==> src/hw/rtl/kpc_pkg.sv <==
// ============================================================================
// kpc_pkg: shared types and constants of the keyframe playback clock
// Holds the play-state codes, register indexes, reset values and the
// command and status groups between the controller and the datapath.
// ============================================================================
package kpc_pkg;

    // Field widths.
    localparam int W_TIME   = 24;
    localparam int W_DELTA  = 16;
    localparam int W_FRAC   = 16;
    localparam int W_WEIGHT = 17;
    localparam int W_LOOPS  = 16;
    localparam int W_STATE  = 2;
    localparam int W_CFG_IX = 3;
    localparam int W_PROD   = W_TIME + W_WEIGHT;
    localparam int W_DIVIDEND = W_TIME + W_FRAC;
    localparam int W_DIV_CNT  = 6;

    // Play-state codes.
    localparam logic [W_STATE-1:0] MODE_STOP     = 2'd0;
    localparam logic [W_STATE-1:0] MODE_FADE_IN  = 2'd1;
    localparam logic [W_STATE-1:0] MODE_PLAY     = 2'd2;
    localparam logic [W_STATE-1:0] MODE_FADE_OUT = 2'd3;

    // Operation codes of an input word.
    localparam logic OP_TICK  = 1'b0;
    localparam logic OP_START = 1'b1;

    // Configuration register indexes.
    localparam logic [W_CFG_IX-1:0] CFG_CLIP_LENGTH   = 3'd0;
    localparam logic [W_CFG_IX-1:0] CFG_KEY_PERIOD    = 3'd1;
    localparam logic [W_CFG_IX-1:0] CFG_LOOP_ENABLE   = 3'd2;
    localparam logic [W_CFG_IX-1:0] CFG_FADE_IN_TIME  = 3'd3;
    localparam logic [W_CFG_IX-1:0] CFG_FADE_OUT_TIME = 3'd4;
    localparam logic [W_CFG_IX-1:0] CFG_TARGET_WEIGHT = 3'd5;

    // Reset values of the configuration registers.
    localparam logic [W_TIME-1:0]   RST_CLIP_LENGTH   = 24'd65536;
    localparam logic [W_TIME-1:0]   RST_KEY_PERIOD    = 24'd2184;
    localparam logic                RST_LOOP_ENABLE   = 1'b0;
    localparam logic [W_TIME-1:0]   RST_FADE_IN_TIME  = 24'd0;
    localparam logic [W_TIME-1:0]   RST_FADE_OUT_TIME = 24'd6554;
    localparam logic [W_WEIGHT-1:0] RST_TARGET_WEIGHT = 17'd65536;

    localparam logic [W_TIME-1:0]   TIME_MAX = 24'hFFFFFF;
    localparam logic [W_WEIGHT-1:0] ONE_Q16  = 17'd65536;

    // The key division runs over the position and sixteen fraction bits.
    // The weight division starts with the top of the product preloaded.
    localparam logic [W_DIV_CNT-1:0] KEY_DIV_STEPS    = 6'd40;
    localparam logic [W_DIV_CNT-1:0] WEIGHT_DIV_STEPS = 6'd17;

    // Commands from the controller to the datapath.
    typedef struct packed {
        logic load;     // capture the input word
        logic start;    // restart playback
        logic advance;  // form the saturated position and ramp sums
        logic wrap;     // clip-end check and position update
        logic ramp;     // fade-in and fade-out decisions
        logic mul;      // weight numerator product
        logic kgo;      // launch the key division
        logic ktake;    // store key index and fraction
        logic wgo;      // launch the weight division
        logic wtake;    // store blend weight
        logic publish;  // load the output register
    } t_cmd;

    // Status from the datapath to the controller.
    typedef struct packed {
        logic is_start;
        logic mode_stop;
        logic kneed;
        logic wneed;
        logic div_busy;
    } t_sts;

endpackage

==> src/hw/rtl/kpc_divider.sv <==
// ============================================================================
// kpc_divider: shared restoring divider
// Produces one quotient bit per cycle. The dividend bits shift out of the
// top of a register while the quotient bits shift into its bottom.
// ============================================================================
module kpc_divider import kpc_pkg::*; (
    input  logic                  i_clk,
    input  logic                  i_rst_n,
    input  logic                  i_go,
    input  logic [W_TIME-1:0]     i_rem,
    input  logic [W_DIVIDEND-1:0] i_dividend,
    input  logic [W_TIME-1:0]     i_divisor,
    input  logic [W_DIV_CNT-1:0]  i_steps,
    output logic                  o_busy,
    output logic [W_DIVIDEND-1:0] o_quot
);

    logic [W_DIV_CNT-1:0]  r_cnt;
    logic [W_TIME-1:0]     r_rem;
    logic [W_DIVIDEND-1:0] r_shf;
    logic [W_TIME-1:0]     r_div;

    logic [W_TIME:0]       trial;
    logic [W_TIME:0]       diff;
    logic                  qbit;
    logic [W_TIME-1:0]     n_rem;

    // One restoring step: shift in the next dividend bit and try a subtract.
    always_comb begin
        trial = {r_rem, r_shf[W_DIVIDEND-1]};
        diff  = trial - {1'b0, r_div};
        qbit  = (trial >= {1'b0, r_div});
        n_rem = qbit ? diff[W_TIME-1:0] : trial[W_TIME-1:0];
    end

    // Step counter.
    always_ff @(posedge i_clk) begin
        if (!i_rst_n) begin
            r_cnt <= '0;
        end else if (i_go) begin
            r_cnt <= i_steps;
        end else if (r_cnt != '0) begin
            r_cnt <= r_cnt - 1'b1;
        end
    end

    // Remainder, shift register and divisor.
    always_ff @(posedge i_clk) begin
        if (i_go) begin
            r_rem <= i_rem;
            r_shf <= i_dividend;
            r_div <= i_divisor;
        end else if (r_cnt != '0) begin
            r_rem <= n_rem;
            r_shf <= {r_shf[W_DIVIDEND-2:0], qbit};
        end
    end

    assign o_busy = (r_cnt != '0);
    assign o_quot = r_shf;

endmodule

==> src/hw/rtl/kpc_datapath.sv <==
// ============================================================================
// kpc_datapath: playback state, configuration and arithmetic
// Holds the configuration registers, the playback state, the per-word
// working registers, the shared divider and the output register.
// ============================================================================
module kpc_datapath import kpc_pkg::*; (
    input  logic                  i_clk,
    input  logic                  i_rst_n,
    input  logic                  i_cfg_we,
    input  logic [W_CFG_IX-1:0]   i_cfg_idx,
    input  logic [W_TIME-1:0]     i_cfg_data,
    input  logic                  i_op,
    input  logic [W_DELTA-1:0]    i_time_delta,
    input  t_cmd                  i_cmd,
    output t_sts                  o_sts,
    output logic [W_STATE-1:0]    o_play_state,
    output logic [W_TIME-1:0]     o_key_index,
    output logic [W_FRAC-1:0]     o_key_fraction,
    output logic [W_WEIGHT-1:0]   o_blend_weight,
    output logic [W_LOOPS-1:0]    o_loops_done
);

    // Configuration registers.
    logic [W_TIME-1:0]   r_clip;
    logic [W_TIME-1:0]   r_kper;
    logic                r_loop;
    logic [W_TIME-1:0]   r_fin;
    logic [W_TIME-1:0]   r_fot;
    logic [W_WEIGHT-1:0] r_tgt;

    // Playback state.
    logic [W_STATE-1:0]  r_mode;
    logic [W_TIME-1:0]   r_pos;
    logic [W_TIME-1:0]   r_ramp;
    logic [W_TIME-1:0]   r_key;
    logic [W_FRAC-1:0]   r_ratio;
    logic [W_WEIGHT-1:0] r_weight;
    logic [W_LOOPS-1:0]  r_wrap;

    // Working registers of the word in progress.
    logic                r_op;
    logic [W_DELTA-1:0]  r_delta;
    logic [W_TIME-1:0]   r_psum;
    logic [W_TIME-1:0]   r_rsum;
    logic [W_TIME-1:0]   r_rnew;
    logic                r_wrapped;
    logic                r_kneed;
    logic                r_wneed;
    logic [W_TIME-1:0]   r_x;
    logic [W_TIME-1:0]   r_wdiv;
    logic [W_PROD-1:0]   r_num;

    // Output register.
    logic [W_STATE-1:0]  r_o_state;
    logic [W_TIME-1:0]   r_o_key;
    logic [W_FRAC-1:0]   r_o_frac;
    logic [W_WEIGHT-1:0] r_o_weight;
    logic [W_LOOPS-1:0]  r_o_loops;

    logic [W_WEIGHT-1:0]   tgt_eff;
    logic [W_TIME-1:0]     kper_eff;
    logic [W_TIME:0]       pos_add;
    logic [W_TIME:0]       ramp_add;
    logic                  wrap_active;
    logic                  wrapped;
    logic                  go_out;
    logic [W_TIME-1:0]     pos_wrapped;
    logic                  fin_done;
    logic                  fo_over;
    logic [W_TIME-1:0]     fo_left;
    logic                  div_go;
    logic [W_TIME-1:0]     div_rem;
    logic [W_DIVIDEND-1:0] div_dividend;
    logic [W_TIME-1:0]     div_divisor;
    logic [W_DIV_CNT-1:0]  div_steps;
    logic                  div_busy;
    logic [W_DIVIDEND-1:0] div_quot;

    // Effective target and key period.
    assign tgt_eff  = (r_tgt > ONE_Q16) ? ONE_Q16 : r_tgt;
    assign kper_eff = (r_kper == '0) ? W_TIME'(1) : r_kper;

    // Raw sums for the advance step.
    assign pos_add  = {1'b0, r_pos} + {{(W_TIME-W_DELTA+1){1'b0}}, r_delta};
    assign ramp_add = {1'b0, r_ramp} + {{(W_TIME-W_DELTA+1){1'b0}}, r_delta};

    // Clip-end check; only fade-in and play move the position.
    assign wrap_active = (r_mode == MODE_FADE_IN) || (r_mode == MODE_PLAY);
    assign wrapped     = wrap_active && (r_psum > r_clip);
    assign go_out      = wrapped && !r_loop;
    assign pos_wrapped = r_psum - r_clip;

    // Ramp checks against the fade times.
    assign fin_done = !(r_rnew < r_fin);
    assign fo_over  = (r_rnew > r_fot);
    assign fo_left  = r_fot - r_rnew;

    // Configuration writes.
    always_ff @(posedge i_clk) begin
        if (!i_rst_n) begin
            r_clip <= RST_CLIP_LENGTH;
            r_kper <= RST_KEY_PERIOD;
            r_loop <= RST_LOOP_ENABLE;
            r_fin  <= RST_FADE_IN_TIME;
            r_fot  <= RST_FADE_OUT_TIME;
            r_tgt  <= RST_TARGET_WEIGHT;
        end else if (i_cfg_we) begin
            case (i_cfg_idx)
                CFG_CLIP_LENGTH:   r_clip <= i_cfg_data;
                CFG_KEY_PERIOD:    r_kper <= i_cfg_data;
                CFG_LOOP_ENABLE:   r_loop <= i_cfg_data[0];
                CFG_FADE_IN_TIME:  r_fin  <= i_cfg_data;
                CFG_FADE_OUT_TIME: r_fot  <= i_cfg_data;
                CFG_TARGET_WEIGHT: r_tgt  <= i_cfg_data[W_WEIGHT-1:0];
                default: begin
                end
            endcase
        end
    end

    // Playback state and the need flags, updated step by step.
    always_ff @(posedge i_clk) begin
        if (!i_rst_n) begin
            r_mode    <= MODE_STOP;
            r_pos     <= '0;
            r_ramp    <= '0;
            r_key     <= '0;
            r_ratio   <= '0;
            r_weight  <= '0;
            r_wrap    <= '0;
            r_kneed   <= 1'b0;
            r_wneed   <= 1'b0;
        end else if (i_cmd.start) begin
            r_pos   <= '0;
            r_ramp  <= '0;
            r_key   <= '0;
            r_ratio <= '0;
            r_wrap  <= '0;
            if (r_fin == '0) begin
                r_mode   <= MODE_PLAY;
                r_weight <= tgt_eff;
            end else begin
                r_mode   <= MODE_FADE_IN;
                r_weight <= '0;
            end
        end else if (i_cmd.wrap) begin
            r_kneed <= wrap_active;
            if (wrap_active) begin
                r_pos <= wrapped ? pos_wrapped : r_psum;
            end
            if (wrapped) begin
                r_wrap <= r_wrap + 1'b1;
            end
            if (go_out) begin
                r_mode <= MODE_FADE_OUT;
            end
        end else if (i_cmd.ramp) begin
            r_wneed <= 1'b0;
            case (r_mode)
                MODE_FADE_IN: begin
                    if (fin_done) begin
                        r_weight <= tgt_eff;
                        r_mode   <= MODE_PLAY;
                        r_ramp   <= '0;
                    end else begin
                        r_ramp  <= r_rnew;
                        r_wneed <= 1'b1;
                    end
                end
                MODE_FADE_OUT: begin
                    r_ramp <= r_rnew;
                    if (fo_over) begin
                        r_mode   <= MODE_STOP;
                        r_weight <= '0;
                    end else if (r_fot == '0) begin
                        r_weight <= '0;
                    end else begin
                        r_wneed <= 1'b1;
                    end
                end
                default: begin
                end
            endcase
        end else if (i_cmd.ktake) begin
            r_key   <= r_wrapped ? '0 : div_quot[W_DIVIDEND-1:W_FRAC];
            r_ratio <= div_quot[W_FRAC-1:0];
        end else if (i_cmd.wtake) begin
            r_weight <= div_quot[W_WEIGHT-1:0];
        end
    end

    // Working registers of the word in progress.
    always_ff @(posedge i_clk) begin
        if (i_cmd.load) begin
            r_op    <= i_op;
            r_delta <= i_time_delta;
        end
        if (i_cmd.advance) begin
            r_psum <= pos_add[W_TIME] ? TIME_MAX : pos_add[W_TIME-1:0];
            r_rsum <= ramp_add[W_TIME] ? TIME_MAX : ramp_add[W_TIME-1:0];
        end
        if (i_cmd.wrap) begin
            r_wrapped <= wrapped;
            // Entering fade-out restarts the ramp from zero within this tick.
            r_rnew <= go_out ? {{(W_TIME-W_DELTA){1'b0}}, r_delta} : r_rsum;
        end
        if (i_cmd.ramp) begin
            if (r_mode == MODE_FADE_IN) begin
                r_x    <= r_rnew;
                r_wdiv <= r_fin;
            end else begin
                r_x    <= fo_left;
                r_wdiv <= r_fot;
            end
        end
        if (i_cmd.mul) begin
            r_num <= {{W_WEIGHT{1'b0}}, r_x} * {{W_TIME{1'b0}}, tgt_eff};
        end
    end

    // Divider operands. The weight quotient never exceeds one, so the
    // top of the product already sits below the divisor.
    always_comb begin
        div_go = i_cmd.kgo || i_cmd.wgo;
        if (i_cmd.wgo) begin
            div_rem      = r_num[W_PROD-1:W_WEIGHT];
            div_dividend = {r_num[W_WEIGHT-1:0], {(W_DIVIDEND-W_WEIGHT){1'b0}}};
            div_divisor  = r_wdiv;
            div_steps    = WEIGHT_DIV_STEPS;
        end else begin
            div_rem      = '0;
            div_dividend = {r_pos, {W_FRAC{1'b0}}};
            div_divisor  = kper_eff;
            div_steps    = KEY_DIV_STEPS;
        end
    end

    kpc_divider u_div (
        .i_clk      (i_clk),
        .i_rst_n    (i_rst_n),
        .i_go       (div_go),
        .i_rem      (div_rem),
        .i_dividend (div_dividend),
        .i_divisor  (div_divisor),
        .i_steps    (div_steps),
        .o_busy     (div_busy),
        .o_quot     (div_quot)
    );

    // Output register.
    always_ff @(posedge i_clk) begin
        if (i_cmd.publish) begin
            r_o_state  <= r_mode;
            r_o_key    <= r_key;
            r_o_frac   <= r_ratio;
            r_o_weight <= r_weight;
            r_o_loops  <= r_wrap;
        end
    end

    assign o_play_state   = r_o_state;
    assign o_key_index    = r_o_key;
    assign o_key_fraction = r_o_frac;
    assign o_blend_weight = r_o_weight;
    assign o_loops_done   = r_o_loops;

    // Status toward the controller.
    always_comb begin
        o_sts.is_start  = (r_op == OP_START);
        o_sts.mode_stop = (r_mode == MODE_STOP);
        o_sts.kneed     = r_kneed;
        o_sts.wneed     = r_wneed;
        o_sts.div_busy  = div_busy;
    end

endmodule

==> src/hw/rtl/kpc_ctrl.sv <==
// ============================================================================
// kpc_ctrl: sequencing controller
// Walks a tick word through advance, clip-end, ramp, product and the
// divisions it needs, then hands the result to the output register.
// ============================================================================
module kpc_ctrl import kpc_pkg::*; (
    input  logic i_clk,
    input  logic i_rst_n,
    input  logic i_in_valid,
    output logic o_in_ready,
    output logic o_out_valid,
    input  logic i_out_ready,
    input  t_sts i_sts,
    output t_cmd o_cmd
);

    localparam logic [3:0] S_IDLE  = 4'd0;
    localparam logic [3:0] S_ADV   = 4'd1;
    localparam logic [3:0] S_WRAP  = 4'd2;
    localparam logic [3:0] S_RAMP  = 4'd3;
    localparam logic [3:0] S_MUL   = 4'd4;
    localparam logic [3:0] S_KGO   = 4'd5;
    localparam logic [3:0] S_KWAIT = 4'd6;
    localparam logic [3:0] S_WGO   = 4'd7;
    localparam logic [3:0] S_WWAIT = 4'd8;
    localparam logic [3:0] S_DONE  = 4'd9;

    logic [3:0] r_state;
    logic [3:0] n_state;
    logic       r_out_valid;
    logic       n_out_valid;
    logic       out_free;

    // The output register can take a word when empty or being drained.
    assign out_free = !r_out_valid || i_out_ready;

    // Next state and commands.
    always_comb begin
        n_state = r_state;
        o_cmd   = '0;
        case (r_state)
            S_IDLE: begin
                if (i_in_valid) begin
                    o_cmd.load = 1'b1;
                    n_state    = S_ADV;
                end
            end
            S_ADV: begin
                if (i_sts.is_start) begin
                    o_cmd.start = 1'b1;
                    n_state     = S_DONE;
                end else if (i_sts.mode_stop) begin
                    n_state = S_DONE;
                end else begin
                    o_cmd.advance = 1'b1;
                    n_state       = S_WRAP;
                end
            end
            S_WRAP: begin
                o_cmd.wrap = 1'b1;
                n_state    = S_RAMP;
            end
            S_RAMP: begin
                o_cmd.ramp = 1'b1;
                n_state    = S_MUL;
            end
            S_MUL: begin
                o_cmd.mul = 1'b1;
                if (i_sts.kneed) begin
                    n_state = S_KGO;
                end else if (i_sts.wneed) begin
                    n_state = S_WGO;
                end else begin
                    n_state = S_DONE;
                end
            end
            S_KGO: begin
                o_cmd.kgo = 1'b1;
                n_state   = S_KWAIT;
            end
            S_KWAIT: begin
                if (!i_sts.div_busy) begin
                    o_cmd.ktake = 1'b1;
                    n_state     = i_sts.wneed ? S_WGO : S_DONE;
                end
            end
            S_WGO: begin
                o_cmd.wgo = 1'b1;
                n_state   = S_WWAIT;
            end
            S_WWAIT: begin
                if (!i_sts.div_busy) begin
                    o_cmd.wtake = 1'b1;
                    n_state     = S_DONE;
                end
            end
            S_DONE: begin
                if (out_free) begin
                    o_cmd.publish = 1'b1;
                    n_state       = S_IDLE;
                end
            end
            default: begin
                n_state = S_IDLE;
            end
        endcase
    end

    // Output valid flag.
    always_comb begin
        n_out_valid = r_out_valid;
        if (o_cmd.publish) begin
            n_out_valid = 1'b1;
        end else if (i_out_ready) begin
            n_out_valid = 1'b0;
        end
    end

    always_ff @(posedge i_clk) begin
        if (!i_rst_n) begin
            r_state     <= S_IDLE;
            r_out_valid <= 1'b0;
        end else begin
            r_state     <= n_state;
            r_out_valid <= n_out_valid;
        end
    end

    assign o_in_ready  = (r_state == S_IDLE);
    assign o_out_valid = r_out_valid;

endmodule

==> src/hw/rtl/keyframe_playback_clock_unit.sv <==
// ============================================================================
// keyframe_playback_clock_unit: animation playback clock with crossfade
// Advances a clip position per tick word and reports key, fraction and a
// fading blend weight for each word.
// ============================================================================
// Usage:
//   Input channel (i_valid/o_ready) carries a word of op and time_delta:
//   op start restarts playback, op tick advances it by time_delta.
//   Output channel (o_valid/i_ready) returns one word per input word with
//   play state, key index, key fraction, blend weight and loop count.
//   Configuration is written through i_cfg_we/i_cfg_idx/i_cfg_data while
//   the block is idle; writes take effect on the next word.
//   Words are handled one at a time. A start word, or a tick while stopped,
//   skips the arithmetic. A tick in play runs the key division; a tick in
//   fade-in runs the key and weight divisions, or only the key division when
//   it ends the fade-in. A tick in fade-out runs the weight division, or none
//   when its ramp runs out or the fade-out time is zero; a tick that enters
//   fade-out runs both, or only the key division in those cases. The shared
//   radix-2 divider runs 40 steps for key index and fraction, 17 for the
//   weight. The output register lets the next word be accepted while a
//   result waits; a stalled receiver holds the block only when the next
//   result is ready to be written. Reset clears the playback state to
//   stopped with zero weight and loads the defaults.
// ============================================================================
module keyframe_playback_clock_unit import kpc_pkg::*; (
    input  logic                i_clk,
    input  logic                i_rst_n,
    input  logic                i_cfg_we,
    input  logic [W_CFG_IX-1:0] i_cfg_idx,
    input  logic [W_TIME-1:0]   i_cfg_data,
    input  logic                i_valid,
    output logic                o_ready,
    input  logic                i_op,
    input  logic [W_DELTA-1:0]  i_time_delta,
    output logic                o_valid,
    input  logic                i_ready,
    output logic [W_STATE-1:0]  o_play_state,
    output logic [W_TIME-1:0]   o_key_index,
    output logic [W_FRAC-1:0]   o_key_fraction,
    output logic [W_WEIGHT-1:0] o_blend_weight,
    output logic [W_LOOPS-1:0]  o_loops_done
);

    t_cmd cmd;
    t_sts sts;

    // Sequencing controller.
    kpc_ctrl u_ctrl (
        .i_clk       (i_clk),
        .i_rst_n     (i_rst_n),
        .i_in_valid  (i_valid),
        .o_in_ready  (o_ready),
        .o_out_valid (o_valid),
        .i_out_ready (i_ready),
        .i_sts       (sts),
        .o_cmd       (cmd)
    );

    // State, arithmetic and output register.
    kpc_datapath u_dp (
        .i_clk          (i_clk),
        .i_rst_n        (i_rst_n),
        .i_cfg_we       (i_cfg_we),
        .i_cfg_idx      (i_cfg_idx),
        .i_cfg_data     (i_cfg_data),
        .i_op           (i_op),
        .i_time_delta   (i_time_delta),
        .i_cmd          (cmd),
        .o_sts          (sts),
        .o_play_state   (o_play_state),
        .o_key_index    (o_key_index),
        .o_key_fraction (o_key_fraction),
        .o_blend_weight (o_blend_weight),
        .o_loops_done   (o_loops_done)
    );

endmodule

==> config.mk <==
export PLATFORM = sky130hd
export DESIGN_NAME = keyframe_playback_clock_unit
export DESIGN_NICKNAME = d
export VERILOG_FILES = /design/src/hw/rtl/kpc_pkg.sv /design/src/hw/rtl/kpc_divider.sv /design/src/hw/rtl/kpc_datapath.sv /design/src/hw/rtl/kpc_ctrl.sv /design/src/hw/rtl/keyframe_playback_clock_unit.sv
export SDC_FILE = /design/constraint.sdc
export NUM_CORES = 2
export LEC_CHECK = 0
export ABC_AREA = 1
export ABC_CLOCK_PERIOD_IN_PS = 7100
export BUFFER_PORTS_ARGS = -buffer_cell sky130_fd_sc_hd__buf_2
export CORE_ASPECT_RATIO = 1.25
export CORE_MARGIN = 5
export CORE_UTILIZATION = 64
export DETAILED_ROUTE_END_ITERATION = 8
export HOLD_SLACK_MARGIN = 0.1
export PLACE_DENSITY = 0.82
export SETUP_SLACK_MARGIN = 0.02
export SLEW_MARGIN = 5
export SYNTH_ARGS = -nofsm -noshare
export SYNTH_HDL_FRONTEND = slang
export SYNTH_SLANG_ARGS = --single-unit
==> constraint.sdc <==
create_clock -name i_clk -period 7.1 [get_ports i_clk]
set_input_delay 0.355 -clock i_clk [delete_from_list [all_inputs] [get_ports i_clk]]
set_output_delay 0.355 -clock i_clk [all_outputs]
set_load 0.1 [all_outputs]
== After elaboration in Yosys (flattened, before gate mapping) ==
Cells that the tools add are included.
Operators by class
  add/sub/neg operators: 7
  mux-type cells: 69
  reductions and logical operators: 36
  bitwise operators: 4
  $mul: 1
  equality and inequality tests: 29
  order comparisons: 5
Operators by type and width (number)
  24-bit two-way mux: 11
  17-bit two-way mux: 10
  40-bit two-way mux: 3
  24-bit logical NOT: 3
  24-bit subtractor: 3
  24-bit by 16-bit adder with 25-bit output: 2
  24-bit greater-than comparator: 2
  24-bit case mux with 2 select lines: 1
  24-bit by 17-bit multiplier with 41-bit output: 1
  4-bit case mux with 10 select lines: 1
  17-bit case mux with 2 select lines: 1
  4-bit two-way mux: 8
  25-bit by 24-bit >= comparator with 1-bit output: 1
  24-bit < comparator: 1
  1-bit two-way mux: 20
  6-bit two-way mux: 3
  2-bit AND reduction: 9
  17-bit greater-than comparator, second input constant: 1
  16-bit by 1-bit adder with 16-bit output, second input constant: 1
  4-bit by 3-bit equality test with 1-bit output, second input constant: 4
  16-bit two-way mux: 1
  2-bit two-way mux: 8
  3-bit AND reduction: 3
  4-bit by 2-bit equality test with 1-bit output, second input constant: 2
  other kinds (32): 51
Word-level totals
  register bits after elaboration: 592
  output and inout port bits: 77

== Depth between registers and ports, before layout ==
  depth in word-level cells: 8
  depth in mapped cells: 32
  depth with buffers taken out: 31

== Cells and area by module ==
From an unflattened synthesis, not the netlist that was laid out.
Second synthesis, totals
  cell total of the unflattened synthesis: 5515
  area total of the unflattened synthesis: 44276.2 sq um
By module, submodules not included
  kpc_datapath: area an instance 37760.0 sq um, sequential area each 12411.9 sq um, cells an instance 4636, instances 1
  kpc_divider: area an instance 6007.0 sq um, sequential area each 2762.6 sq um, cells an instance 789, instances 1
  kpc_ctrl: area an instance 509.2 sq um, sequential area each 100.1 sq um, cells an instance 90, instances 1

== Least setup slack after synthesis ==
OpenSTA, ideal clock, no wires.
  path kind: reg-to-reg
  start point: register u_dp.r_tgt[15]
  end point: register u_dp.r_num[28], data pin
  cell stages (with the launch flop): 31
  slack: 923 ps
  path buffers: 2
  setup time: 265 ps
  arrival: 5912 ps
  cells stage by stage: dfxtp_1 -> inv_1 -> nand4_1 -> nor2_1 -> nand2_1 -> nand2_1 -> buf_2 -> nand2_1 -> clkinv_1 -> buf_2 -> nand2_1 -> fa_1 -> inv_1 -> fa_1 -> inv_1 -> fa_1 -> inv_1 -> fa_1 -> fa_1 -> inv_1 -> fa_1 -> inv_1 -> ha_1 -> a21oi_1 -> o21ai_0 -> o21bai_1 -> inv_1 -> nand2_1 -> a21oi_1 -> o21ai_0 -> xor2_1
On the way
  word-level cells in the longest chain between the ends: 3
RTL lines
  start, declared: line kpc_datapath.sv:29  | logic [W_WEIGHT-1:0] r_tgt;
  start signal, assigned: line kpc_datapath.sv:114  | CFG_TARGET_WEIGHT: r_tgt <= i_cfg_data[W_WEIGHT-1:0];
  17-bit greater-than comparator: line kpc_datapath.sv:80  | assign tgt_eff = (r_tgt > ONE_Q16) ? ONE_Q16 : r_tgt;
  17-bit two-way mux (*): line kpc_datapath.sv:80
  24-bit by 17-bit multiplier with 41-bit output (*): line kpc_datapath.sv:217  | r_num <= {{W_WEIGHT{1'b0}}, r_x} * {{W_TIME{1'b0}}, tgt_eff};
  end signal, assigned: line kpc_datapath.sv:217
  end, declared: line kpc_datapath.sv:51  | logic [W_PROD-1:0] r_num;
Every way passes the cells marked *; elsewhere a longest branch is shown, timed or not.
A chain may end at the register's enable or synchronous reset.

== Final worst setup path ==
  start point: register u_dp.r_tgt[15]
  end point: register u_dp.r_num[40], data pin
The elaborated chain is that of the path after synthesis.

==> results.cfg <==
[outcome]
status = complete, no violations

[place]
dp_hpwl_um = 101000
dp_slack_ns = 0.0246
gp_congestion = 1.04
io_buffers = 125
place_area_um2 = 45200

[cells_and_area]
fill_cells = 5436
final_area_um2 = 47600
final_nets = 6100
drive_gt1_frac = 0.0745
final_util = 0.701
area_growth_pct = 9.25

[setup_path]
endpoint_kind = flip-flop
worstReg2RegStart = u_dp.r_tgt[15]
cp_top_family = adder cells
cp-start-kind = flip-flop
worstRegToRegCells = 29
path_class = reg2reg
cp.required_ns = 7.47
critPathBufInv = 9
worstPathArrival_ns = 7.35
max_stage_delay_ns = 0.56
r2r_setup_slack_ns = 0.12
cp_max_fo = 22
cp_slowest_cell = fa_1
r2r_end = u_dp.r_num[40]

[timing]
finalMaxSlewViolations = 0
skew_ns = 0.0454
max-slew-margin-rel = 0.131
fin_setup_tns_ns = 0
setup_viol = 0
rsz0062_at_grt = false
worstMarginPinSlew_ns = 1.30
fin_crit_ns = 6.98
hold_violations = 0
fmax_mhz = 143
finalWorstSetupSlack_ns = 0.121
period_share = 0.983

[drt]
vias_per_cell = 5.82
drt_iter0_markers = 3239
drt_pass1_iterations = 6
antenna_left = 0
vias = 37200
routed_wirelength_um = 131000
drt-wirelength-per-cell_um = 20.4
drc_errors = 0

[hold_path]
min_from = i_cfg_idx[1]
hold_depth = 3
min_to = u_dp.r_loop
min_path_type = in2reg

[power]
finalPower_mw = 10.8
powerDensity_nw_per_um2 = 227
p_leak_nw = 21.9
ir_worst_vdd_v = 0.000200

[synth]
synth_fa_ha_area_frac = 0.225
ys_ff_latch = 592
avgSynthCellArea_um2 = 8.14
syn-num-nets = 5986
synth_compound_area_frac = 0.0975
synth_top_family_by_area = adder cells
synth-main-ff-cell = edfxtp_1
synth_edf_count = 342
synthXorXnorAreaFrac = 0.0175
netlist_area_um2 = 43600
syn_inst = 5355
synthSimpleGateAreaFrac = 0.211
synth_warnings = 0
ys_async_sr_fraction = 0
synthMuxAreaShare = 0
yosysUniqueCellTypes = 62
ys_seq_area_frac = 0.351

[global_routing]
grt_start_max_net_pins = 100
globalRouteOverflowTotal = 0
antenna_found_initial = 3
grt_use_total = 0.353
grt_pass1_vias = 37400
grt_pass1_wl_um = 203000

[clocking]
cts_max_level = 2
numCtsBuffers = 57
clk_pin_slew_ns = 0.07
clock_path_buffers = 3
worst_skew_pair.late_latency_ns = 0.65
clock_sinks = 592
root_buffer = clkbuf_16
tritoncts = built

[die]
dieArea_um2 = 73400
fp.dieH_um = 302
row_count = 107
initial_core_util = 0.642
coreArea_um2 = 67900
fp.dieW_um = 243
ioPinCount = 126

[job]
maxCapViolCount = 0
==> per-stage QoR <==
step | cells | hold slack (ns)
CTS | 6389 | 0.105
global placement | 6257 | 0.414
global route | 6390 | 0.117
floorplan | 5355 | 0.408
finish | 6400 | 0.137
detailed placement | 6257 | 0.415
==> worst max-delay path by stage <==
| stage | end | cells past startpoint | start | slack, ns |
|---|---|---|---|---|
| detailed placement | u_dp.r_num[39] | 29 | u_dp.r_tgt[15] | 0.02 |
| global placement | u_dp.r_num[39] | 29 | u_dp.r_tgt[15] | 0.05 |
| finish | u_dp.r_num[40] | 29 | u_dp.r_tgt[15] | 0.12 |
| global route | u_dp.r_num[37] | 29 | u_dp.r_tgt[15] | 0.02 |
| floorplan | u_dp.r_num[28] | 30 | u_dp.r_tgt[15] | 0.92 |
| CTS | u_dp.r_num[29] | 26 | u_dp.r_tgt[15] | 0.06 |
==> worst register-to-register path: cells and delay by family (launching register included) <==
kind | cells | cell delay (ns)
DFF | 1 | 0.32
and+or+nand+nor | 13 | 2.12
buffers and inverters | 9 | 0.85
adders and majority gates | 7 | 3.42
==> cell families after synthesis <==
kind of cell | Yosys count
buffers and inverters | 1114
flip-flops | 592
adder cells (fa/ha/maj) | 582
AO/OA/AOI/OAI | 782
AND/OR/NAND/NOR | 2198
XOR/XNOR | 87
==> synth_stat cells (all sizes together), types with 3 or more instances <==
master  instances  area [um2]
nand2        1253        4750
o211ai         27         203
nor2          521        2040
and3            5        31.3
clkbuf        122         458
xor2           48         420
o21a            5        37.5
inv           914        3440
o21ai         283        1430
o21bai         24         180
dfxtp         250        5000
nand4          69         438
a21boi         15         116
nor4           16         106
edfxtp        342       10300
a31oi          16         100
buf            64         372
xnor2          39         342
ha            248        3100
a21oi         376        1900
nand3b         12        90.1
a21o           18         135
or2            18         113
clkinv         14        52.6
fa            334        6690
a22o            6        52.6
nor3           37         195
nand3         258        1350
nor3b           3        32.5
o22ai           4        25.0
and2            3        18.8
==> timing repair <==
item	CTS	global route
pin swaps	0	2
endpoints found under the setup margin	1	20
endpoints found under the hold margin	27	0
hold buffers	24	0
gates resized for setup	1	18
buffers inserted	0	1
==> cells in the final DEF (no fill, tap or decap), types with 16 or more instances in the layout <==
master and count:
dlygate4sd3_1 24, nor2_1 501, a31oi_1 16, o211ai_1 27
nand3_1 251, a21oi_1 367, nand2_1 1239, buf_4 92
clkbuf_16 59, fa_1 333, dfxtp_1 250, buf_2 124
edfxtp_1 342, o21bai_1 24, nand4_1 68, xnor2_1 39
ha_1 248, o21ai_0 269, a21o_1 18, clkinv_1 19
xor2_1 48, inv_1 901, nor3_1 35, or2_2 18
==> final cells by class <==
type | instances | area [um2] | share of cell area
multi-input cells | 3649 | 24100 | 0.505
inverters | 928 | 3510 | 0.0737
clock buffers | 69 | 1560 | 0.0329
well taps | 872 | 1090 | 0.0229
diodes | 10 | 25.0 | 0.000526
repair buffers | 241 | 1570 | 0.0330
clock inverters | 39 | 518 | 0.0109
flip-flops and latches | 592 | 15300 | 0.321
==> power breakdown <==
group / internal (mW) / leakage [nW] / switching [mW] / total [mW]
Sequential: 4.16 / 5.18 / 0.266 / 4.42
Combinational: 0.937 / 15.7 / 2.08 / 3.02
Clock: 1.95 / 1.01 / 1.40 / 3.35
==> layer usage <==
metal  track usage  vias to the layer above  part of all wire
met5             0                        -                 0
met2         0.600                     1903              0.48
met3        0.0629                      533             0.083
li1              -                    17300                 -
met1         0.420                    17500              0.36
met4         0.215                        0             0.078
==> state kept, by name, summed over array words and instances (netlist names), 17 cells and up <==
register and flops:
u_dp.r_num 41, u_dp.u_div.o_quot 40, u_dp.o_key_index 24, u_dp.r_clip 24, u_dp.r_fin 24, u_dp.r_fot 24, u_dp.r_key 24, u_dp.r_kper 24
u_dp.r_pos 24, u_dp.r_psum 24, u_dp.r_ramp 24, u_dp.r_rnew 24, u_dp.r_rsum 24, u_dp.r_wdiv 24, u_dp.r_x 24, u_dp.u_div.r_div 24
u_dp.u_div.r_rem 24, u_dp.o_blend_weight 17, u_dp.r_tgt 17, u_dp.r_weight 17
(Power assumes the default switching activity.)
